===== src/hw/rtl/btil_pkg.sv =====
// Shared types, widths and the helper function of the bitmap to index list unit.
`timescale 1ns / 1ps

package btil_pkg;

  localparam int unsigned WORD_W  = 64;
  localparam int unsigned POS_W   = 6;
  localparam int unsigned IDX_W   = 16;
  localparam int unsigned CNT_W   = 17;
  localparam int unsigned Q_DEPTH = 2;
  localparam int unsigned Q_PTR_W = 1;

  // Register indexes; register i sits at byte address 4*i.
  typedef enum logic {
    REG_MATCH = 1'b0,
    REG_BASE  = 1'b1
  } btil_reg_t;

  // Word handed from the front to the back: already inverted if clear bits are searched.
  typedef struct packed {
    logic [WORD_W-1:0] word;
    logic [IDX_W-1:0]  base;
    logic              last;
  } btil_job_t;

  // Live configuration seen by the front.
  typedef struct packed {
    logic             match_value;
    logic [IDX_W-1:0] index_offset;
  } btil_cfg_t;

  // Queue status towards the front.
  typedef struct packed {
    logic full;
    logic empty;
  } btil_q_stat_t;

  // Bit-position masks of a one-hot to binary encoder.
  localparam logic [WORD_W-1:0] POS_MASK [POS_W] = '{
    64'hAAAA_AAAA_AAAA_AAAA,
    64'hCCCC_CCCC_CCCC_CCCC,
    64'hF0F0_F0F0_F0F0_F0F0,
    64'hFF00_FF00_FF00_FF00,
    64'hFFFF_0000_FFFF_0000,
    64'hFFFF_FFFF_0000_0000
  };

  // Position of the lowest set bit; zero for an empty word.
  function automatic logic [POS_W-1:0] lowest_pos(input logic [WORD_W-1:0] w);
    logic [WORD_W-1:0] iso;
    logic [POS_W-1:0]  pos;
    iso = w & (~w + WORD_W'(1));
    for (int k = 0; k < POS_W; k++) begin
      pos[k] = |(iso & POS_MASK[k]);
    end
    return pos;
  endfunction

endpackage


===== src/hw/rtl/btil_in_if.sv =====
// Input channel: one bitmap word per item.
`timescale 1ns / 1ps

interface btil_in_if;
  logic                       valid;
  logic                       ready;
  logic [btil_pkg::WORD_W-1:0] word;
  logic                       last_word;

  modport source (output valid, word, last_word, input ready);
  modport sink   (input valid, word, last_word, output ready);
endinterface


===== src/hw/rtl/btil_out_if.sv =====
// Result channel: one index per item.
`timescale 1ns / 1ps

interface btil_out_if;
  logic                       valid;
  logic                       ready;
  logic [btil_pkg::IDX_W-1:0] index;
  logic [btil_pkg::IDX_W-1:0] slot;
  logic                       found;
  logic                       last_of_word;

  modport source (output valid, index, slot, found, last_of_word, input ready);
  modport sink   (input valid, index, slot, found, last_of_word, output ready);
endinterface


===== src/hw/rtl/btil_front.sv =====
// Front end: accepts words, applies the match polarity and tags each with its index base.
`timescale 1ns / 1ps

module btil_front #(
  parameter int unsigned MAX_WORDS = 1024
) (
  input  logic                 clk,
  input  logic                 rst_n,
  btil_in_if.sink              in_ch,
  input  btil_pkg::btil_cfg_t  cfg,
  input  btil_pkg::btil_q_stat_t q_stat,
  output logic                 push,
  output btil_pkg::btil_job_t  push_job
);

  localparam int unsigned WN_W = (MAX_WORDS > 1) ? $clog2(MAX_WORDS) : 1;

  logic [WN_W-1:0] word_number_r;
  logic [WN_W-1:0] word_number_nxt;

  assign in_ch.ready = !q_stat.full;
  assign push        = in_ch.valid && in_ch.ready;

  always_comb begin
    push_job.word = cfg.match_value ? in_ch.word : ~in_ch.word;
    push_job.base = (btil_pkg::IDX_W'(word_number_r) << btil_pkg::POS_W) + cfg.index_offset;
    push_job.last = in_ch.last_word;
  end

  always_comb begin
    word_number_nxt = word_number_r;
    if (push) begin
      if (in_ch.last_word || word_number_r == WN_W'(MAX_WORDS - 1)) begin
        word_number_nxt = '0;
      end else begin
        word_number_nxt = word_number_r + WN_W'(1);
      end
    end
  end

  always_ff @(posedge clk) begin
    if (!rst_n) begin
      word_number_r <= '0;
    end else begin
      word_number_r <= word_number_nxt;
    end
  end

endmodule


===== src/hw/rtl/btil_queue.sv =====
// Two-entry queue between the front end and the scanner.
`timescale 1ns / 1ps

module btil_queue (
  input  logic                   clk,
  input  logic                   rst_n,
  input  logic                   push,
  input  btil_pkg::btil_job_t    push_job,
  input  logic                   pop,
  output btil_pkg::btil_job_t    pop_job,
  output btil_pkg::btil_q_stat_t stat
);

  localparam int unsigned CNT_BITS = btil_pkg::Q_PTR_W + 1;

  btil_pkg::btil_job_t              slot_r [btil_pkg::Q_DEPTH];
  logic [btil_pkg::Q_PTR_W-1:0]     wr_ptr_r;
  logic [btil_pkg::Q_PTR_W-1:0]     rd_ptr_r;
  logic [CNT_BITS-1:0]              count_r;
  logic [CNT_BITS-1:0]              count_nxt;

  assign stat.full  = (count_r == CNT_BITS'(btil_pkg::Q_DEPTH));
  assign stat.empty = (count_r == '0);
  assign pop_job    = slot_r[rd_ptr_r];

  always_comb begin
    count_nxt = count_r;
    if (push && !pop) begin
      count_nxt = count_r + CNT_BITS'(1);
    end else if (pop && !push) begin
      count_nxt = count_r - CNT_BITS'(1);
    end
  end

  always_ff @(posedge clk) begin
    if (push) begin
      slot_r[wr_ptr_r] <= push_job;
    end
  end

  always_ff @(posedge clk) begin
    if (!rst_n) begin
      wr_ptr_r <= '0;
      rd_ptr_r <= '0;
      count_r  <= '0;
    end else begin
      if (push) begin
        wr_ptr_r <= wr_ptr_r + btil_pkg::Q_PTR_W'(1);
      end
      if (pop) begin
        rd_ptr_r <= rd_ptr_r + btil_pkg::Q_PTR_W'(1);
      end
      count_r <= count_nxt;
    end
  end

endmodule


===== src/hw/rtl/btil_back.sv =====
// Scanner: peels off the lowest set bit each cycle out_ch does not stall and drives the result register.
`timescale 1ns / 1ps

module btil_back (
  input  logic                   clk,
  input  logic                   rst_n,
  input  btil_pkg::btil_q_stat_t q_stat,
  input  btil_pkg::btil_job_t    pop_job,
  output logic                   pop,
  btil_out_if.source             out_ch
);

  logic [btil_pkg::WORD_W-1:0] cur_word_r;
  logic [btil_pkg::IDX_W-1:0]  cur_base_r;
  logic                        cur_last_r;
  logic                        busy_r;
  logic [btil_pkg::CNT_W-1:0]  count_r;
  logic [btil_pkg::CNT_W-1:0]  count_nxt;
  logic                        out_valid_r;
  logic [btil_pkg::IDX_W-1:0]  index_r;
  logic [btil_pkg::IDX_W-1:0]  slot_r;
  logic                        found_r;
  logic                        last_of_word_r;

  logic                        emit;
  logic                        found;
  logic [btil_pkg::POS_W-1:0]  pos;
  logic [btil_pkg::WORD_W-1:0] rest;
  logic                        word_done;

  assign out_ch.valid        = out_valid_r;
  assign out_ch.index        = index_r;
  assign out_ch.slot         = slot_r;
  assign out_ch.found        = found_r;
  assign out_ch.last_of_word = last_of_word_r;

  always_comb begin
    emit      = busy_r && (!out_valid_r || out_ch.ready);
    found     = |cur_word_r;
    pos       = btil_pkg::lowest_pos(cur_word_r);
    rest      = cur_word_r & (cur_word_r - btil_pkg::WORD_W'(1));
    word_done = !found || (rest == '0);
    // take the next word in the cycle the current one issues its final result
    pop       = !q_stat.empty && (!busy_r || (emit && word_done));
  end

  always_comb begin
    count_nxt = count_r;
    if (emit) begin
      if (word_done && cur_last_r) begin
        count_nxt = '0;
      end else if (found) begin
        count_nxt = count_r + btil_pkg::CNT_W'(1);
      end
    end
  end

  always_ff @(posedge clk) begin
    if (pop) begin
      cur_base_r <= pop_job.base;
      cur_last_r <= pop_job.last;
    end
    if (pop) begin
      cur_word_r <= pop_job.word;
    end else if (emit) begin
      cur_word_r <= rest;
    end
    if (emit) begin
      index_r        <= found ? cur_base_r + btil_pkg::IDX_W'(pos) : '0;
      slot_r         <= count_r[btil_pkg::IDX_W-1:0];
      found_r        <= found;
      last_of_word_r <= word_done;
    end
  end

  always_ff @(posedge clk) begin
    if (!rst_n) begin
      busy_r      <= 1'b0;
      out_valid_r <= 1'b0;
      count_r     <= '0;
    end else begin
      if (pop) begin
        busy_r <= 1'b1;
      end else if (emit && word_done) begin
        busy_r <= 1'b0;
      end
      if (emit) begin
        out_valid_r <= 1'b1;
      end else if (out_ch.ready) begin
        out_valid_r <= 1'b0;
      end
      count_r <= count_nxt;
    end
  end

endmodule


===== src/hw/rtl/bitmap_to_index_list_unit.sv =====
// Top level of the bitmap to index list unit: registers, front end, queue and scanner.
//
//  channel   direction  handshake           payload
//  in_ch     in         valid / ready       word[63:0], last_word
//  out_ch    out        valid / ready       index[15:0], slot[15:0], found, last_of_word
//  apb       in         psel,penable,pready pwrite, paddr[2:0], pwdata/prdata[31:0]
//
// A word with k matching bits issues max(k,1) results, one per cycle while out_ch does not
// stall, as the scanner clears one bit per cycle; the next word is loaded in the cycle that
// issues the final result of the previous one, so results stream without gaps.
// Reset clears the counters and the queue and sets match_value to 1, index_offset to 0.
// A stall on out_ch holds the scanner; the two-entry queue accepts up to two more words
// on in_ch meanwhile, then in_ch stalls too.
`timescale 1ns / 1ps

module bitmap_to_index_list_unit #(
  parameter int unsigned MAX_WORDS = 1024
) (
  input  logic        clk,
  input  logic        rst_n,
  btil_in_if.sink     in_ch,
  btil_out_if.source  out_ch,
  input  logic        psel,
  input  logic        penable,
  input  logic        pwrite,
  input  logic [2:0]  paddr,
  input  logic [31:0] pwdata,
  output logic [31:0] prdata,
  output logic        pready
);

  logic                       match_value_r;
  logic [btil_pkg::IDX_W-1:0] index_offset_r;
  btil_pkg::btil_reg_t        reg_sel;
  logic                       wr_en;

  btil_pkg::btil_cfg_t    cfg;
  btil_pkg::btil_q_stat_t q_stat;
  btil_pkg::btil_job_t    push_job;
  btil_pkg::btil_job_t    pop_job;
  logic                   push;
  logic                   pop;

  assign pready  = 1'b1;
  assign reg_sel = btil_pkg::btil_reg_t'(paddr[2]);
  assign wr_en   = psel && penable && pwrite && pready;

  always_comb begin
    case (reg_sel)
      btil_pkg::REG_MATCH: prdata = {31'b0, match_value_r};
      btil_pkg::REG_BASE:  prdata = {16'b0, index_offset_r};
      default:             prdata = '0;
    endcase
  end

  always_ff @(posedge clk) begin
    if (!rst_n) begin
      match_value_r  <= 1'b1;
      index_offset_r <= '0;
    end else if (wr_en) begin
      case (reg_sel)
        btil_pkg::REG_MATCH: match_value_r  <= pwdata[0];
        btil_pkg::REG_BASE:  index_offset_r <= pwdata[btil_pkg::IDX_W-1:0];
        default: ;
      endcase
    end
  end

  assign cfg.match_value  = match_value_r;
  assign cfg.index_offset = index_offset_r;

  btil_front #(
    .MAX_WORDS (MAX_WORDS)
  ) u_front (
    .clk      (clk),
    .rst_n    (rst_n),
    .in_ch    (in_ch),
    .cfg      (cfg),
    .q_stat   (q_stat),
    .push     (push),
    .push_job (push_job)
  );

  btil_queue u_queue (
    .clk      (clk),
    .rst_n    (rst_n),
    .push     (push),
    .push_job (push_job),
    .pop      (pop),
    .pop_job  (pop_job),
    .stat     (q_stat)
  );

  btil_back u_back (
    .clk     (clk),
    .rst_n   (rst_n),
    .q_stat  (q_stat),
    .pop_job (pop_job),
    .pop     (pop),
    .out_ch  (out_ch)
  );

endmodule


===== src/flat_wrapper.sv =====
// flat-port wrapper written by rule: the top's interface ports become plain ports
module bitmap_to_index_list_unit_flat 
#(
  parameter int unsigned MAX_WORDS = 1024
)
  (clk, rst_n, psel, penable, pwrite, paddr, pwdata, prdata, pready, in_ch_valid, in_ch_word, in_ch_last_word, in_ch_ready, out_ch_valid, out_ch_index, out_ch_slot, out_ch_found, out_ch_last_of_word, out_ch_ready);
  btil_in_if in_ch_i ();
  btil_out_if out_ch_i ();
  input  logic clk;
  input  logic rst_n;
  input  logic psel;
  input  logic penable;
  input  logic pwrite;
  input  logic [2:0] paddr;
  input  logic [31:0] pwdata;
  output logic [31:0] prdata;
  output logic pready;
  input wire logic [$bits(in_ch_i.valid)-1:0] in_ch_valid;
  input wire logic [$bits(in_ch_i.word)-1:0] in_ch_word;
  input wire logic [$bits(in_ch_i.last_word)-1:0] in_ch_last_word;
  output wire logic [$bits(in_ch_i.ready)-1:0] in_ch_ready;
  output wire logic [$bits(out_ch_i.valid)-1:0] out_ch_valid;
  output wire logic [$bits(out_ch_i.index)-1:0] out_ch_index;
  output wire logic [$bits(out_ch_i.slot)-1:0] out_ch_slot;
  output wire logic [$bits(out_ch_i.found)-1:0] out_ch_found;
  output wire logic [$bits(out_ch_i.last_of_word)-1:0] out_ch_last_of_word;
  input wire logic [$bits(out_ch_i.ready)-1:0] out_ch_ready;
  assign in_ch_i.valid = in_ch_valid;
  assign in_ch_i.word = in_ch_word;
  assign in_ch_i.last_word = in_ch_last_word;
  assign in_ch_ready = in_ch_i.ready;
  assign out_ch_valid = out_ch_i.valid;
  assign out_ch_index = out_ch_i.index;
  assign out_ch_slot = out_ch_i.slot;
  assign out_ch_found = out_ch_i.found;
  assign out_ch_last_of_word = out_ch_i.last_of_word;
  assign out_ch_i.ready = out_ch_ready;
  bitmap_to_index_list_unit #(.MAX_WORDS(MAX_WORDS)) u_core (.clk(clk), .rst_n(rst_n), .in_ch(in_ch_i), .out_ch(out_ch_i), .psel(psel), .penable(penable), .pwrite(pwrite), .paddr(paddr), .pwdata(pwdata), .prdata(prdata), .pready(pready));
endmodule

===== config.mk =====
export PLATFORM = sky130hd
export DESIGN_NAME = bitmap_to_index_list_unit_flat
export DESIGN_NICKNAME = d
export VERILOG_FILES = /design/src/hw/rtl/btil_pkg.sv /design/src/hw/rtl/btil_in_if.sv /design/src/hw/rtl/btil_out_if.sv /design/src/hw/rtl/btil_front.sv /design/src/hw/rtl/btil_queue.sv /design/src/hw/rtl/btil_back.sv /design/src/hw/rtl/bitmap_to_index_list_unit.sv /design/src/flat_wrapper.sv
export SDC_FILE = /design/constraint.sdc
export NUM_CORES = 1
export LEC_CHECK = 0
export BUFFER_PORTS_ARGS = -buffer_cell sky130_fd_sc_hd__buf_2
export CAP_MARGIN = 40
export CORE_AREA = 2 2 169 171
export DETAILED_ROUTE_END_ITERATION = 10
export DIE_AREA = 0 0 171 173
export MAX_ROUTING_LAYER = met4
export PLACE_DENSITY = 0.83
export SLEW_MARGIN = 20
export SYNTH_ARGS = -nofsm -noshare
export SYNTH_HDL_FRONTEND = slang
export SYNTH_HIERARCHICAL = 1
export SYNTH_SLANG_ARGS = --single-unit

===== constraint.sdc =====
create_clock -name clk -period 6.71 [get_ports clk]
set_clock_uncertainty 0.05 [all_clocks]
set_input_delay 0.3355 -clock clk [delete_from_list [all_inputs] [get_ports clk]]
set_output_delay 0.3355 -clock clk [all_outputs]
set_load 0.01 [all_outputs]

## Word level (Yosys, flattened, before mapping)

Memory sizes are Yosys's and may differ from the RTL's. A register that Yosys moved wholly into a read port is not among the register bits.
Index checks and enable logic that the tools add are counted.

- Word-level logic and storage cells: 88
- Memories: 1
- Output and inout port bits: 69
- Bits of input ports: 107
- RAM bits: 162
- Register bits: 165

- Add/sub/neg operators: 10
- Bitwise logic cells: 5
- Multiplexer cells: 17
- Eq/ne operators: 2
- Reductions and logical operators: 37

Memories:

| memory | depth | width | rd ports | clocked after Yosys merged registers in | write ports | RTL line | source |
|---|---|---|---|---|---|---|---|
| u_core.u_queue.slot_r | 2 | 81 | 1 | 1 | 1 | btil_queue.sv:16 | `btil_pkg::btil_job_t slot_r [btil_pkg::Q_DEPTH];` |

Operators by type and width:

| cell | number |
|---|---|
| $mux W64 | 3 |
| $reduce_or A32 Y1 | 6 |
| $and A64 B64 Y64 | 2 |
| $not A64 Y64 | 2 |
| $add A64 B1 Y64 const B | 1 |
| $logic_not A64 Y1 | 1 |
| $pmux W32 S2 | 1 |
| $reduce_or A64 Y1 | 1 |
| $sub A64 B1 Y64 const B | 1 |
| $mux W17 | 2 |
| $add A17 B1 Y17 const B | 1 |
| $add A16 B16 Y16 | 1 |
| $add A16 B6 Y16 | 1 |
| $add A10 B1 Y10 const B | 1 |
| $eq A10 B10 Y1 const B | 1 |
| $mux W10 | 1 |
| $reduce_bool A2 Y1 | 5 |
| $logic_and A1 B1 Y1 | 9 |
| $mux W1 | 8 |
| $logic_not A1 Y1 | 7 |
| $reduce_and A2 Y1 | 3 |
| $logic_or A1 B1 Y1 | 4 |
| $mux W2 | 2 |
| $add A1 B1 Y1 const B | 2 |
| 5 further kinds | 5 |

## Longest topological paths before layout

- Depth after elaboration: 10
- Gate-level depth with buffers: 22
- Gate-level depth less buffers: 20

## Hierarchy

Netlist, hierarchy kept.

Modules (own cells, without submodules):

| module | area each (µm²) | instances | cells each | sequential area each (µm²) |
|---|---|---|---|---|
| btil_back | 7648.6 | 1 | 776 | 3813.7 |
| btil_queue | 6093.3 | 1 | 274 | 4964.8 |
| btil_front | 1497.7 | 1 | 182 | 200.2 |
| bitmap_to_index_list_unit | 958.4 | 1 | 112 | 340.3 |

## Worst setup path before layout

No wires, ideal clock.

- Path kind: reg-to-reg
- Start point: reg u_core.u_queue.count_r[0]
- End point: mem u_core/u_queue/slot_r[0][0] (netlist name), enable pin
- Arrival time: 4.524 ns
- Stages on the path, launching flop included: 5
- Library setup time: 0.531 ns
- Required time: 6.129 ns
- Path buffers: 1
- Path slack: 1.605 ns
- Period minus slack after synthesis: 5.105 ns
- Cells stage by stage: dfxtp_1 and2b_2 nor2b_1 clkbuf_2 nor2b_1

RTL lines:

| item | RTL line | source |
|---|---|---|
| start: declaration | btil_queue.sv:19 | `logic [CNT_BITS-1:0] count_r;` |
| start signal: assignment | btil_queue.sv:53 | `count_r <= count_nxt;` |
| end: declaration | btil_queue.sv:16 |  |

## Final worst setup path

- Start point: reg u_core/u_back/cur_word_r[19] (netlist name)
- End point: reg u_core.u_queue.count_r[1]

- Longest elaborated chain between the ends: 10
- Elaborated cells on any way between the ends: 14
- Classes of those cells: add/sub: 1; mux: 1; bitwise: 1; reduce/logical: 11

RTL lines:

| item | RTL line | source |
|---|---|---|
| start: declaration | btil_back.sv:13 | `logic [btil_pkg::WORD_W-1:0] cur_word_r;` |
| start signal: assignment | btil_back.sv:64 | `cur_word_r <= pop_job.word;` |
| start signal: assignment | btil_back.sv:66 | `cur_word_r <= rest;` |
| $sub A64 B1 Y64 | btil_back.sv:41 | `rest = cur_word_r & (cur_word_r - btil_pkg::WORD_W'(1));` |
| $and A64 B64 Y64 | btil_back.sv:41 |  |
| $logic_not A64 Y1 | btil_back.sv:42 | `word_done = !found \|\| (rest == '0);` |
| $logic_or A1 B1 Y1 (*) | btil_back.sv:42 |  |
| $logic_and A1 B1 Y1 (*) | btil_back.sv:44 | `pop = !q_stat.empty && (!busy_r \|\| (emit && word_done));` |
| $logic_or A1 B1 Y1 (*) | btil_back.sv:44 |  |
| $logic_and A1 B1 Y1 (*) | btil_back.sv:44 |  |
| net u_core.pop | bitmap_to_index_list_unit.sv:42 | `logic pop;` |
| $logic_not A1 Y1 | btil_queue.sv:28 | `if (push && !pop) begin` |
| $logic_and A1 B1 Y1 | btil_queue.sv:28 |  |
| $mux W2 or $reduce_bool A2 Y1 (tied branches) | -- |  |

The timed path passes the listed nets; every way through them passes the cells marked *.
A chain may end at the register's enable or synchronous reset.

==> impl_metrics.toml <==
[status]
status = "completed"

[yosys]
ys_seq_area_frac = 0.5753
syn_avg_cell_area_um2 = 12.05
syn_area_um2 = 16200
synth_edf_count = 277
synthFlopType = "edfxtp_1"
ys_ff_latch = 327
synthCells = 1344
ys_types = 82
async_flop_share = 0
yosys_warnings = 6

[detailed_routing]
drt_wl_total_um = 38010
firstDrtPassIters = 5
remaining_drc_errors = 0
post_drt_wl_per_cell_um = 20.03
ant_nets = 0
vias = 11130
first_iter_violations = 1027
routed_via_density = 5.864

[placement]
gp_routability_congestion = 0.9914
dp_hpwl_um = 26380
dp.cells = 1819
postPlaceCellArea_um2 = 17150
io_buffers = 140

[min_path]
min_from = "in_ch_word[1]"
hold-path-cell-count = 2
hold_class = "input port to flip-flop"
whs_endpoint = "u_core/u_queue/slot_r[1][18]"

[sta]
finalSetupTns_ns = 0
fmax_mhz = 186.9
rsz0062_at_grt = "false"
slew_headroom = 0.4418
finalCritPeriodShare = 0.7974
worst_pin_slew_ns = 0.8264
hold_viol = 0
fin_crit_ns = 5.351
drv_slew = 0
setup_viol = 0

[clock_network]
cts-buffers-inserted = 31
clockBufferDepth = 3
postCtsHoldBufs = 19
clock-root-buffer = "clkbuf_16"
cts_tree = "yes"
insertion_delay_ns = 0.59
cts_resized = 0
clkSinkCount = 327
post-cts-setup-buffers = 0
h-tree-depth = 1
cts.clk_slew.worst_paths_ns = 0.06

[final_layout]
drive_gt1_frac = 0.2159
post-route-util = 0.6658
nNetsFinal = 1621
num-fill-cells = 2074
instances_no_fill = 1898
final_area_um2 = 18400
synthToLayoutAreaGrowth_pct = 13.56

[critical_path]
arrival_ns = 5.82
crit_type = "flip-flop to flip-flop"
cp-end-kind = "flip-flop"
r2r_slack_ns = 1.36
start_kind = "flip-flop"
reg2reg_depth = 12
regToRegEndpoint = "u_core/u_queue/count_r[1]"
r2r_start = "u_core/u_back/cur_word_r[19]"
cp_max_fo = 7
cp_data_required_time_ns = 7.18

[power]
p_leak_nw = 6.848
peakVddDrop_mv = 0.2445
power_density_nw_per_um2 = 399.1

[global_routing]
grt_pass1_vias = 10860
gr-usage-all-layers = 0.2639
gr-total-overflow = 0
grt_antenna_before_repair = 1
grt_pass1_wl_um = 59430
grt_max_degree = 65

[floorplan]
io_pins = 176
die_w_um = 171
core_um2 = 27630
die_h_um = 173
start_util = 0.5863
die-area_um2 = 29580
rows = 61

[job]
maxCapViolCount = 0
[sequential cells by signal (all words and copies together) (netlist names), 2 cells and up, named ones only]
register and flops:
u_core/u_back/count_r 16, u_core/u_queue/count_r 2, u_core/index_offset_r 16, u_core/u_back/out_ch.slot 16, u_core/u_queue/slot_r 162, u_core/u_back/out_ch.index 16, u_core/u_back/cur_base_r 16, u_core/u_back/cur_word_r 64
u_core/u_front/word_number_r 10
[critical path: stages (launching register included)]
cell	delay, ns
edfxtp_1	0.49
nor3_1	0.63
nand3_1	0.34
nor4_2	0.66
nand3_1	0.26
a2111oi_0	0.54
and4_1	0.29
nand4_1	0.31
o41ai_4	0.77
inv_1	0.12
ha_1	0.35
or3_1	0.35
a21boi_1	0.13
[layout make-up]
class                           count  area [um^2]  share of cell area
Timing Repair Buffer              178         1099             0.05972
Multi-Input combinational cell    917         6311              0.3431
Sequential cell                   327         9326              0.5070
Inverter                           39        146.4            0.007958
Clock buffer                       41        874.6             0.04754
Antenna cell                        1        2.502           0.0001360
Tap cell                          378        473.0             0.02571
Clock inverter                     17        162.7            0.008842
[cells in the final DEF (no fill, tap or decap), drive strengths merged, types with 17 or more instances in the layout]
master       count
edfxtp         277
buf            159
nor2           122
nand2          113
xnor2           89
mux2            88
dfxtp           50
nor3            42
inv             41
clkbuf          41
o21ai           39
a21o            38
and2            32
nand3           31
a21oi           30
nand4           24
mux2i           22
nor4            22
xor2            20
dlygate4sd3     19
ha              18
conb            17
and3            17
[kinds of logic (layout without fill, tap and decap cells)]
family                   Yosys count  count (layout)  share of synthesized area
AO/OA/AOI/OAI                    190             190                    0.08250
XOR/XNOR                         109             109                    0.05894
adder cells (fa/ha/maj)           24              24                    0.01885
buffers and inverters            115             275                    0.04063
flip-flops                       327             327                     0.5753
multiplexers                     110             110                    0.07477
other                              2              18                  0.0004636
AND/OR/NAND/NOR                  467             467                     0.1485
[synth_stat cells (28+ instances only)]
master	number	share of area
edfxtp_1	277	0.51
nor2_1	122	0.028
nand2_1	113	0.026
xnor2_1	89	0.048
mux2_2	82	0.057
dfxtp_1	50	0.062
nor3_1	42	0.013
inv_1	39	0.0090
a21o_1	38	0.018
o21ai_0	36	0.011
nand3_1	31	0.0096
a21oi_1	30	0.0093
buf_4	28	0.013
[worst max path at each step]
stage	to	startpoint	slack (ns)	depth (start not counted)
2_1_floorplan	u_core/u_queue/slot_r[0][0]	u_core/u_queue/count_r[0]	1.60	4
3_5_place_dp	u_core/u_queue/count_r[1]	u_core/u_back/cur_word_r[19]	1.40	12
5_1_grt	u_core/u_queue/count_r[1]	u_core/u_back/cur_word_r[19]	0.83	13
3_3_place_gp	u_core/u_back/out_ch.index[9]	u_core/u_back/cur_word_r[38]	1.49	19
4_1_cts	u_core/u_queue/count_r[1]	u_core/u_back/cur_word_r[19]	1.38	12
6_report	u_core/u_queue/count_r[1]	u_core/u_back/cur_word_r[19]	1.36	12
[metal layers]
layer	vias to the layer above	routed length, um	GRT usage
met1	5382	16930	0.3740
li1	5232	-	-
met5	-	0	-
met4	0	885	0.06921
met2	443	17580	0.4022
met3	72	2608	0.03754
[power by group]
part           internal, mW  total (mW)  switching (mW)  leakage (nW)
clock network          1.00        1.76           0.757         0.507
logic                 0.894        2.13            1.24          3.29
registers              2.94        3.45           0.515          3.05
[metrics by stage]
step | setup WS, ns | total power, mW | hold slack, ns
6_report | 1.359 | 7.341 | 0.02718
5_1_grt | 0.8340 | 7.716 | 0.003933
4_1_cts | 1.376 | 7.331 | 0.005909
3_5_place_dp | 1.402 | 5.547 | 0.3785
3_3_place_gp | 1.491 | 5.470 | 0.3753
2_1_floorplan | 1.605 | 4.895 | 0.3582
(Power assumes the default switching activity.)
